**src/rtl/link_success_window_top_macros.svh**
```systemverilog
// Assertion macros for the link success window block.
`ifndef LINK_SUCCESS_WINDOW_TOP_MACROS_SVH
`define LINK_SUCCESS_WINDOW_TOP_MACROS_SVH

// Same-cycle implication.
`define LNKSW_ASSERT_NOW(lbl, ante, cons, msg) \
  lbl: assert property (@(posedge clk_i) disable iff (!rst_ni) (ante) |-> (cons)) \
    else $error(msg);

// Next-cycle implication.
`define LNKSW_ASSERT_NEXT(lbl, ante, cons, msg) \
  lbl: assert property (@(posedge clk_i) disable iff (!rst_ni) (ante) |=> (cons)) \
    else $error(msg);

`endif

```
**src/rtl/lnksw_pkg.sv**
```systemverilog
`default_nettype none
package lnksw_pkg;

  localparam int WINDOW_SLOTS_DEF = 16;
  localparam int PERIOD_W         = 31;
  localparam int TIME_W           = 32;
  localparam int TOTAL_W          = 16;
  localparam int PCT_W            = 7;
  localparam int PERCENT_SCALE    = 100;

  localparam logic [PERIOD_W-1:0] PERIOD_RESET = PERIOD_W'(20000);
  localparam logic [TOTAL_W-1:0]  TOTAL_MAX    = {TOTAL_W{1'b1}};

  localparam logic ACT_TIME  = 1'b0;
  localparam logic ACT_TELEM = 1'b1;

  typedef struct packed {
    logic busy;
    logic done;
  } div_status_t;

endpackage
`default_nettype wire

```
**src/rtl/lnksw_if.sv**
```systemverilog
`default_nettype none
interface lnksw_in_if;
  logic                          valid;
  logic                          ready;
  logic                          action;
  logic [lnksw_pkg::TIME_W-1:0]  now_ms;

  modport source (output valid, output action, output now_ms, input ready);
  modport sink   (input valid, input action, input now_ms, output ready);
endinterface

interface lnksw_out_if #(
  parameter int FILL_W = 5
);
  logic                          valid;
  logic                          ready;
  logic [lnksw_pkg::TOTAL_W-1:0] total_received;
  logic [FILL_W-1:0]             slots_filled;
  logic [lnksw_pkg::PCT_W-1:0]   success_percent;

  modport source (output valid, output total_received, output slots_filled,
                  output success_percent, input ready);
  modport sink   (input valid, input total_received, input slots_filled,
                  input success_percent, output ready);
endinterface

interface lnksw_cfg_if;
  logic                           valid;
  logic                           ready;
  logic [lnksw_pkg::PERIOD_W-1:0] slot_period_ms;

  modport source (output valid, output slot_period_ms, input ready);
  modport sink   (input valid, input slot_period_ms, output ready);
endinterface
`default_nettype wire

```
**src/rtl/lnksw_div.sv**
```systemverilog
`default_nettype none
// Restoring divider, one quotient bit per cycle. Quotient must fit PCT_W bits.
module lnksw_div #(
  parameter int FILL_W = 5
) (
  input  wire logic                              clk_i,
  input  wire logic                              rst_ni,
  input  wire logic                              start_i,
  input  wire logic [FILL_W+lnksw_pkg::PCT_W-1:0] dividend_i,
  input  wire logic [FILL_W-1:0]                 divisor_i,
  output lnksw_pkg::div_status_t                 status_o,
  output logic [lnksw_pkg::PCT_W-1:0]            quot_o
);

  localparam int QW = lnksw_pkg::PCT_W;
  localparam int CW = $clog2(QW);

  logic [FILL_W-1:0] rem_q, rem_d;
  logic [QW-1:0]     low_q, low_d;
  logic [QW-1:0]     quot_q, quot_d;
  logic [FILL_W-1:0] dvs_q, dvs_d;
  logic [CW-1:0]     cnt_q, cnt_d;
  logic              busy_q, busy_d;
  logic              done_q, done_d;
  logic [FILL_W:0]   trial;
  logic [FILL_W:0]   diff;

  assign trial = {rem_q, low_q[QW-1]};
  assign diff  = trial - {1'b0, dvs_q};

  always_comb begin
    rem_d  = rem_q;
    low_d  = low_q;
    quot_d = quot_q;
    dvs_d  = dvs_q;
    cnt_d  = cnt_q;
    busy_d = busy_q;
    done_d = 1'b0;
    if (start_i) begin
      rem_d  = dividend_i[FILL_W+QW-1:QW];
      low_d  = dividend_i[QW-1:0];
      dvs_d  = divisor_i;
      cnt_d  = '0;
      busy_d = 1'b1;
    end else if (busy_q) begin
      if (!diff[FILL_W]) begin
        rem_d = diff[FILL_W-1:0];
      end else begin
        rem_d = trial[FILL_W-1:0];
      end
      quot_d = {quot_q[QW-2:0], ~diff[FILL_W]};
      low_d  = {low_q[QW-2:0], 1'b0};
      cnt_d  = cnt_q + 1'b1;
      if (cnt_q == CW'(QW - 1)) begin
        busy_d = 1'b0;
        done_d = 1'b1;
      end
    end
  end

  always_ff @(posedge clk_i or negedge rst_ni) begin
    if (!rst_ni) begin
      busy_q <= 1'b0;
      done_q <= 1'b0;
      cnt_q  <= '0;
    end else begin
      busy_q <= busy_d;
      done_q <= done_d;
      cnt_q  <= cnt_d;
    end
  end

  always_ff @(posedge clk_i) begin
    rem_q  <= rem_d;
    low_q  <= low_d;
    quot_q <= quot_d;
    dvs_q  <= dvs_d;
  end

  assign status_o.busy = busy_q;
  assign status_o.done = done_q;
  assign quot_o        = quot_q;

endmodule
`default_nettype wire

```
**src/rtl/link_success_window_top.sv**
```systemverilog
// Sequence: after an input beat the FSM runs update, a serial mark count over the
//   filled slots, divider start, divide and output load; with no slot filled the divider is skipped.
// Input beats are taken only in idle, so a new item waits until the last one is loaded
//   into the output register; a result beat may wait while the next runs.
// Reset (rst_ni low, async): marks, position, fill count, total cleared,
//   slot period back to 20000 ms; no clearing pass.
`default_nettype none
module link_success_window_top #(
  parameter int WINDOW_SLOTS = lnksw_pkg::WINDOW_SLOTS_DEF,
  parameter int FILL_W       = $clog2(WINDOW_SLOTS + 1)
) (
  input  wire logic  clk_i,
  input  wire logic  rst_ni,
  lnksw_cfg_if.sink  cfg_i,
  lnksw_in_if.sink   in_i,
  lnksw_out_if.source out_o
);

  `include "link_success_window_top_macros.svh"

  localparam int PW  = (WINDOW_SLOTS > 1) ? $clog2(WINDOW_SLOTS) : 1;
  localparam int PRW = FILL_W + lnksw_pkg::PCT_W;
  localparam logic [lnksw_pkg::PCT_W-1:0] PCT_MAX =
    lnksw_pkg::PCT_W'(lnksw_pkg::PERCENT_SCALE);

  typedef enum logic [2:0] {
    ST_IDLE, ST_UPD, ST_CNT, ST_DIVS, ST_DIVW, ST_DONE
  } state_e;

  state_e                           state_q, state_d;
  logic [lnksw_pkg::PERIOD_W-1:0]   period_q, period_d;
  logic                             act_q, act_d;
  logic [lnksw_pkg::TIME_W-1:0]     now_q, now_d;
  logic [lnksw_pkg::TIME_W-1:0]     last_q, last_d;
  logic [WINDOW_SLOTS-1:0]          marks_q, marks_d;
  logic [PW-1:0]                    pos_q, pos_d;
  logic [FILL_W-1:0]                fill_q, fill_d;
  logic [lnksw_pkg::TOTAL_W-1:0]    total_q, total_d;
  logic [FILL_W-1:0]                k_q, k_d;
  logic [FILL_W-1:0]                hits_q, hits_d;
  logic [lnksw_pkg::PCT_W-1:0]      pct_q, pct_d;
  logic                             ov_q, ov_d;
  logic [lnksw_pkg::TOTAL_W-1:0]    o_total_q, o_total_d;
  logic [FILL_W-1:0]                o_fill_q, o_fill_d;
  logic [lnksw_pkg::PCT_W-1:0]      o_pct_q, o_pct_d;

  logic [lnksw_pkg::TIME_W-1:0]     diff;
  logic                             open_slot;
  logic [PW-1:0]                    pos_next, pos_prev;
  logic [PRW-1:0]                   prod;
  logic                             div_start;
  lnksw_pkg::div_status_t           div_st;
  logic [lnksw_pkg::PCT_W-1:0]      div_quot;

  assign diff      = now_q - last_q;
  assign open_slot = (act_q == lnksw_pkg::ACT_TIME) && !diff[lnksw_pkg::TIME_W-1] &&
                     (diff[lnksw_pkg::PERIOD_W-1:0] >= period_q);
  assign pos_next  = (pos_q == PW'(WINDOW_SLOTS - 1)) ? '0 : pos_q + 1'b1;
  assign pos_prev  = (pos_q == '0) ? PW'(WINDOW_SLOTS - 1) : pos_q - 1'b1;
  assign prod      = PRW'(hits_q) * PRW'(lnksw_pkg::PERCENT_SCALE);
  assign div_start = (state_q == ST_DIVS);

  lnksw_div #(.FILL_W(FILL_W)) u_div (
    .clk_i      (clk_i),
    .rst_ni     (rst_ni),
    .start_i    (div_start),
    .dividend_i (prod),
    .divisor_i  (fill_q),
    .status_o   (div_st),
    .quot_o     (div_quot)
  );

  assign cfg_i.ready = 1'b1;
  assign in_i.ready  = (state_q == ST_IDLE);

  always_comb begin
    state_d   = state_q;
    period_d  = period_q;
    act_d     = act_q;
    now_d     = now_q;
    last_d    = last_q;
    marks_d   = marks_q;
    pos_d     = pos_q;
    fill_d    = fill_q;
    total_d   = total_q;
    k_d       = k_q;
    hits_d    = hits_q;
    pct_d     = pct_q;
    ov_d      = ov_q;
    o_total_d = o_total_q;
    o_fill_d  = o_fill_q;
    o_pct_d   = o_pct_q;

    if (cfg_i.valid) begin
      period_d = cfg_i.slot_period_ms;
    end
    if (ov_q && out_o.ready) begin
      ov_d = 1'b0;
    end

    unique case (state_q)
      ST_IDLE: begin
        if (in_i.valid) begin
          act_d   = in_i.action;
          now_d   = in_i.now_ms;
          state_d = ST_UPD;
        end
      end
      ST_UPD: begin
        if (act_q == lnksw_pkg::ACT_TIME) begin
          if (open_slot) begin
            last_d         = now_q;
            marks_d[pos_q] = 1'b0;
            pos_d          = pos_next;
            if (fill_q < FILL_W'(WINDOW_SLOTS)) begin
              fill_d = fill_q + 1'b1;
            end
          end
        end else begin
          if (fill_q != '0) begin
            marks_d[pos_prev] = 1'b1;
          end
          if (total_q != lnksw_pkg::TOTAL_MAX) begin
            total_d = total_q + 1'b1;
          end
        end
        k_d     = '0;
        hits_d  = '0;
        state_d = ST_CNT;
      end
      ST_CNT: begin
        if (k_q == fill_q) begin
          if (fill_q == '0) begin
            pct_d   = '0;
            state_d = ST_DONE;
          end else begin
            state_d = ST_DIVS;
          end
        end else begin
          hits_d = hits_q + FILL_W'(marks_q[k_q[PW-1:0]]);
          k_d    = k_q + 1'b1;
        end
      end
      ST_DIVS: begin
        state_d = ST_DIVW;
      end
      ST_DIVW: begin
        if (div_st.done) begin
          pct_d   = div_quot;
          state_d = ST_DONE;
        end
      end
      ST_DONE: begin
        if (!ov_q || out_o.ready) begin
          ov_d      = 1'b1;
          o_total_d = total_q;
          o_fill_d  = fill_q;
          o_pct_d   = pct_q;
          state_d   = ST_IDLE;
        end
      end
      default: state_d = ST_IDLE;
    endcase
  end

  always_ff @(posedge clk_i or negedge rst_ni) begin
    if (!rst_ni) begin
      state_q  <= ST_IDLE;
      period_q <= lnksw_pkg::PERIOD_RESET;
      last_q   <= '0;
      marks_q  <= '0;
      pos_q    <= '0;
      fill_q   <= '0;
      total_q  <= '0;
      ov_q     <= 1'b0;
    end else begin
      state_q  <= state_d;
      period_q <= period_d;
      last_q   <= last_d;
      marks_q  <= marks_d;
      pos_q    <= pos_d;
      fill_q   <= fill_d;
      total_q  <= total_d;
      ov_q     <= ov_d;
    end
  end

  always_ff @(posedge clk_i) begin
    act_q     <= act_d;
    now_q     <= now_d;
    k_q       <= k_d;
    hits_q    <= hits_d;
    pct_q     <= pct_d;
    o_total_q <= o_total_d;
    o_fill_q  <= o_fill_d;
    o_pct_q   <= o_pct_d;
  end

  assign out_o.valid           = ov_q;
  assign out_o.total_received  = o_total_q;
  assign out_o.slots_filled    = o_fill_q;
  assign out_o.success_percent = o_pct_q;

  `LNKSW_ASSERT_NOW(a_fill_cap, 1'b1, fill_q <= FILL_W'(WINDOW_SLOTS), "fill count over window")
  `LNKSW_ASSERT_NEXT(a_accept_upd, in_i.valid && in_i.ready, state_q == ST_UPD, "beat not taken")
  `LNKSW_ASSERT_NOW(a_hits_le_k, state_q == ST_CNT, hits_q <= k_q, "hit count ahead of scan")
  `LNKSW_ASSERT_NOW(a_pct_range, div_st.done, div_quot <= PCT_MAX, "percent over scale")
  `LNKSW_ASSERT_NOW(a_div_idle, state_q == ST_IDLE, !div_st.busy, "divider busy in idle")

endmodule
`default_nettype wire
```
**src/flat_wrapper.sv**
```systemverilog
// flat-port wrapper written by rule: the top's interface ports become plain ports
module link_success_window_top_flat 
#(
  parameter int WINDOW_SLOTS = lnksw_pkg::WINDOW_SLOTS_DEF,
  parameter int FILL_W       = $clog2(WINDOW_SLOTS + 1)
)
  (clk_i, rst_ni, cfg_i_valid, cfg_i_slot_period_ms, cfg_i_ready, in_i_valid, in_i_action, in_i_now_ms, in_i_ready, out_o_valid, out_o_total_received, out_o_slots_filled, out_o_success_percent, out_o_ready);
  lnksw_cfg_if cfg_i_i ();
  lnksw_in_if in_i_i ();
  lnksw_out_if #(.FILL_W(FILL_W)) out_o_i ();
  input  wire logic clk_i;
  input  wire logic rst_ni;
  input wire logic [$bits(cfg_i_i.valid)-1:0] cfg_i_valid;
  input wire logic [$bits(cfg_i_i.slot_period_ms)-1:0] cfg_i_slot_period_ms;
  output wire logic [$bits(cfg_i_i.ready)-1:0] cfg_i_ready;
  input wire logic [$bits(in_i_i.valid)-1:0] in_i_valid;
  input wire logic [$bits(in_i_i.action)-1:0] in_i_action;
  input wire logic [$bits(in_i_i.now_ms)-1:0] in_i_now_ms;
  output wire logic [$bits(in_i_i.ready)-1:0] in_i_ready;
  output wire logic [$bits(out_o_i.valid)-1:0] out_o_valid;
  output wire logic [$bits(out_o_i.total_received)-1:0] out_o_total_received;
  output wire logic [$bits(out_o_i.slots_filled)-1:0] out_o_slots_filled;
  output wire logic [$bits(out_o_i.success_percent)-1:0] out_o_success_percent;
  input wire logic [$bits(out_o_i.ready)-1:0] out_o_ready;
  assign cfg_i_i.valid = cfg_i_valid;
  assign cfg_i_i.slot_period_ms = cfg_i_slot_period_ms;
  assign cfg_i_ready = cfg_i_i.ready;
  assign in_i_i.valid = in_i_valid;
  assign in_i_i.action = in_i_action;
  assign in_i_i.now_ms = in_i_now_ms;
  assign in_i_ready = in_i_i.ready;
  assign out_o_valid = out_o_i.valid;
  assign out_o_total_received = out_o_i.total_received;
  assign out_o_slots_filled = out_o_i.slots_filled;
  assign out_o_success_percent = out_o_i.success_percent;
  assign out_o_i.ready = out_o_ready;
  link_success_window_top #(.WINDOW_SLOTS(WINDOW_SLOTS), .FILL_W(FILL_W)) u_core (.clk_i(clk_i), .rst_ni(rst_ni), .cfg_i(cfg_i_i), .in_i(in_i_i), .out_o(out_o_i));
endmodule
```
**config.mk**
```make
export PLATFORM = sky130hd
export DESIGN_NAME = link_success_window_top_flat
export DESIGN_NICKNAME = d
export VERILOG_FILES = /design/src/rtl/lnksw_pkg.sv /design/src/rtl/lnksw_if.sv /design/src/rtl/lnksw_div.sv /design/src/rtl/link_success_window_top.sv /design/src/flat_wrapper.sv
export VERILOG_INCLUDE_DIRS = /design/src /design/src/rtl
export SDC_FILE = /design/constraint.sdc
export NUM_CORES = 1
export LEC_CHECK = 0
export ABC_AREA = 1
export ABC_CLOCK_PERIOD_IN_PS = 7000
export BUFFER_PORTS_ARGS = -buffer_cell sky130_fd_sc_hd__clkbuf_2
export CAP_MARGIN = 20
export CORE_AREA = 5 5 138 272
export DETAILED_ROUTE_END_ITERATION = 8
export DIE_AREA = 0 0 143 277
export MAX_ROUTING_LAYER = met4
export SLEW_MARGIN = 20
export SYNTH_ARGS = -nofsm -noshare
export SYNTH_HDL_FRONTEND = slang
export SYNTH_SLANG_ARGS = --single-unit
```
**constraint.sdc**
```tcl
create_clock -name clk_i -period 7 [get_ports clk_i]
set_input_delay 0.35 -clock clk_i [delete_from_list [all_inputs] [get_ports clk_i]]
set_output_delay 0.35 -clock clk_i [all_outputs]
set_load 0.005 [all_outputs]
```
==> impl_metrics.toml <==
[clocking]
post_cts_resized = 0
cts.path.max_buffers = 3
cts.clk_slew.worst_paths_ns = 0.06
cts_tree = "built"
cts_buffers = 22
clock_latency_ns = 0.52
cts_root_buf = "clkbuf_16"
post_cts_buffers = 0
htreeDepth = 1
cts.sinks = 213

[power_and_ir_drop]
power.total_mw = 6.48
powerDensity_nw_per_um2 = 458
leakage_nw = 6.70
ir_drop_uv = 212

[global_route]
track_usage = 0.143
grt_max_degree = 70
antenna_found_initial = 0
grt.overflow.total = 0
grt_pass1_vias = 9143
grt_pass1_wl_um = 45800

[floorplan]
rows = 98
io_pins = 100
die_x_um = 143
dieArea_um2 = 39600
fp.coreArea_um2 = 35400
die_y_um = 277
start_util = 0.342

[final_layout]
multiInputGateArea_um2 = 5440
layout.nets = 1697
n_antenna_cell = 0
seqCellArea_um2 = 5840
final_cell_area_um2 = 14200
post-route-util = 0.399
syn_to_final_growth_pct = 16.7
n_fill_cell = 3570
drive_gt1_frac = 0.113

[hold_path]
min_path_type = "primary input to flip-flop"

[setup_path]
crit_type = "flip-flop to flip-flop"
arrival_ns = 5.21
cp-end-kind = "flip-flop"
cpMostUsedCell = "nand2_1"
cp-start-kind = "flip-flop"
slowest_delay_ns = 0.60
crit_fanout = 60
crit_required_ns = 7.45
crit_slowest_cell = "inv_2"

[detailed_routing]
wirelength_um = 27100
drt-initial-drc-count = 528
drt-met1-wl_um = 12900
vias = 9407
wl_met2_um = 12200
highest_layer = "met4"
dr.pass1.iters = 5
drc = 0
wl_per_cell_um = 13.6
via_per_inst = 4.72
antenna_left = 0
wl_met3_um = 1320

[timing]
finClkSkew_ns = 0.0116
setup-tns-final_ns = 0
period_minus_slack_ns = 4.76
finalHoldViolCount = 0
clock.fmax_mhz = 210
drv_slew = 0
finalWorstSetupSlack_ns = 2.24
setup_violations = 0
slew_headroom = 0.342
rsz0062_at_grt = "false"
tightest_slew_ns = 0.987
period_share = 0.680

[synth]
synth.avg_cell_area_um2 = 8.63
synth-main-ff-cell = "dfrtp_1"
synthesis.nets = 1573
netlist_instances = 1405
ys_ff_latch = 213
synth_top_area_frac = 0.248
yosysUniqueCellTypes = 44
yosysWarnings = 0
ys_top_cells_by_area = "edfxtp_1 (25%), dfrtp_1 (22%), nand2_1 (12%), ha_1 (9.9%), inv_1 (5.7%)"
async_flop_share = 0.531
synth-edff-count = 100
yosysTopAreaCell = "edfxtp_1"
syn_area_um2 = 12100
yosysSeqAreaShare = 0.481

[place]
place.gp.congestion = 0.877
dp_worst_setup_slack_ns = 2.25
io_buffers = 98
place_hpwl_um = 20100
placed_area_um2 = 13100

[run]
maxCapViolCount = 0

[run_status]
status = "finished clean"
## registers in the layout (all words and copies together) (netlist names), 3 cells and up
register                      flops
u_core.pos_q                      4
u_core.out_o.slots_filled         5
u_core.u_div.low_q                5
u_core.u_div.dvs_q                5
u_core.period_q                  31
u_core.now_q                     32
u_core.last_q                    32
u_core.u_div.quot_o               7
u_core.marks_q                   16
u_core.hits_q                     5
u_core.state_q                    3
u_core.pct_q                      7
u_core.fill_q                     5
u_core.out_o.success_percent      7
u_core.total_q                   16
u_core.u_div.rem_q                5
u_core.k_q                        5
u_core.u_div.cnt_q                3
u_core.out_o.total_received      16
## worst max-delay path: cells and delay by family (launching register included)
kind	cells	cell delay, ns
AOI/OAI and AO/OA	1	0.21
xor gates and xnor gates	1	0.08
adders and majority gates	3	0.95
buffers and inverters	3	0.86
DFF	1	0.38
and+or+nand+nor	18	2.13
## layer usage
| layer | vias up | track usage |
|---|---|---|
| li1 | 4859 | - |
| met2 | 204 | 0.220 |
| met5 | - | - |
| met1 | 4299 | 0.198 |
| met3 | 45 | 0.0162 |
| met4 | 0 | 0.0420 |
## final cells by class
class,instances,share of cell area
flip-flops and latches,213,0.412
multi-input cells,977,0.384
repair buffers,127,0.0546
inverters,188,0.0499
clock buffers,26,0.0429
well taps,450,0.0398
clock inverters,14,0.0163
## per-stage QoR
stage	std cells	hold WS, ns
floorplan	1405	0.0544
global placement	1930	0.389
detailed placement	1930	0.393
CTS	1995	0.00397
global route	1995	0.0159
finish	1995	0.0232
## power breakdown
part / leakage (nW) / switching (mW) / total, mW / internal, mW
sequential: 2.41 / 0.242 / 1.98 / 1.74
clock: 0.405 / 0.507 / 1.35 / 0.843
combinational: 3.88 / 1.97 / 3.15 / 1.18
## kinds of logic (layout without fill, tap and decap cells)
family	Yosys count	after routing	synth area share
fa+ha+maj	99	99	0.104
flops	213	213	0.481
other cells	1	1	0.000309
buf+inv	215	355	0.0707
mux	1	1	0.000929
xor+xnor	53	53	0.0383
compound gates	212	212	0.0942
simple gates	611	611	0.210
## timing repair
action                                 in CTS  in global routing
hold buffers                               25                  0
setup endpoints to repair                   0                  0
endpoints found under the hold margin      63                  0
## final timing paths
check / from / end / slack, ns / cells past startpoint
worst max-delay path: u_core.last_q[0] / u_core.last_q[23] / 2.24 / 26
worst min-delay path: in_i_now_ms[6] / u_core.now_q[6] / 0.02 / 1
worst max register to register: u_core.last_q[0] / u_core.last_q[23] / 2.24 / 26
worst min register to register: u_core.pct_q[2] / u_core.out_o.success_percent[2] / 0.42 / 0
max in group asynchronous: rst_ni / u_core.marks_q[3] / 5.29 / 3
min in group asynchronous: rst_ni / u_core.last_q[5] / 0.38 / 2
## synthesized netlist by cell type (2+ instances only)
cell / number
dfrtp_1: 108
ha_1: 96
o21bai_1: 8
fa_1: 3
xor2_1: 33
buf_2: 6
edfxtp_1: 100
o221ai_1: 2
inv_1: 184
buf_6: 2
a21oi_1: 57
nand3_1: 52
nor4_1: 6
xnor2_1: 20
nand4_1: 19
o22ai_1: 5
a31oi_1: 2
o2111ai_1: 2
nor3_1: 17
nand2_2: 17
and3_1: 2
or2_2: 3
a21o_1: 5
nand3b_1: 2
nand2_4: 3
inv_2: 3
dfstp_2: 5
buf_4: 3
nor2_1: 103
nand2_1: 384
o21ai_0: 122
o211ai_1: 5
clkbuf_1: 15
## cell usage in the layout (no fill, tap or decap), types with 19 or more instances in the layout
cell           count
a21oi_1           57
clkbuf_16         23
clkbuf_2          96
dfrtp_1          108
dlygate4sd3_1     25
edfxtp_1         100
ha_1              96
inv_1            184
nand2_1          384
nand3_1           52
nand4_1           19
nor2_1           102
o21ai_0          122
xnor2_1           20
xor2_1            33
Note: power is estimated with default switching activity, not from simulation.
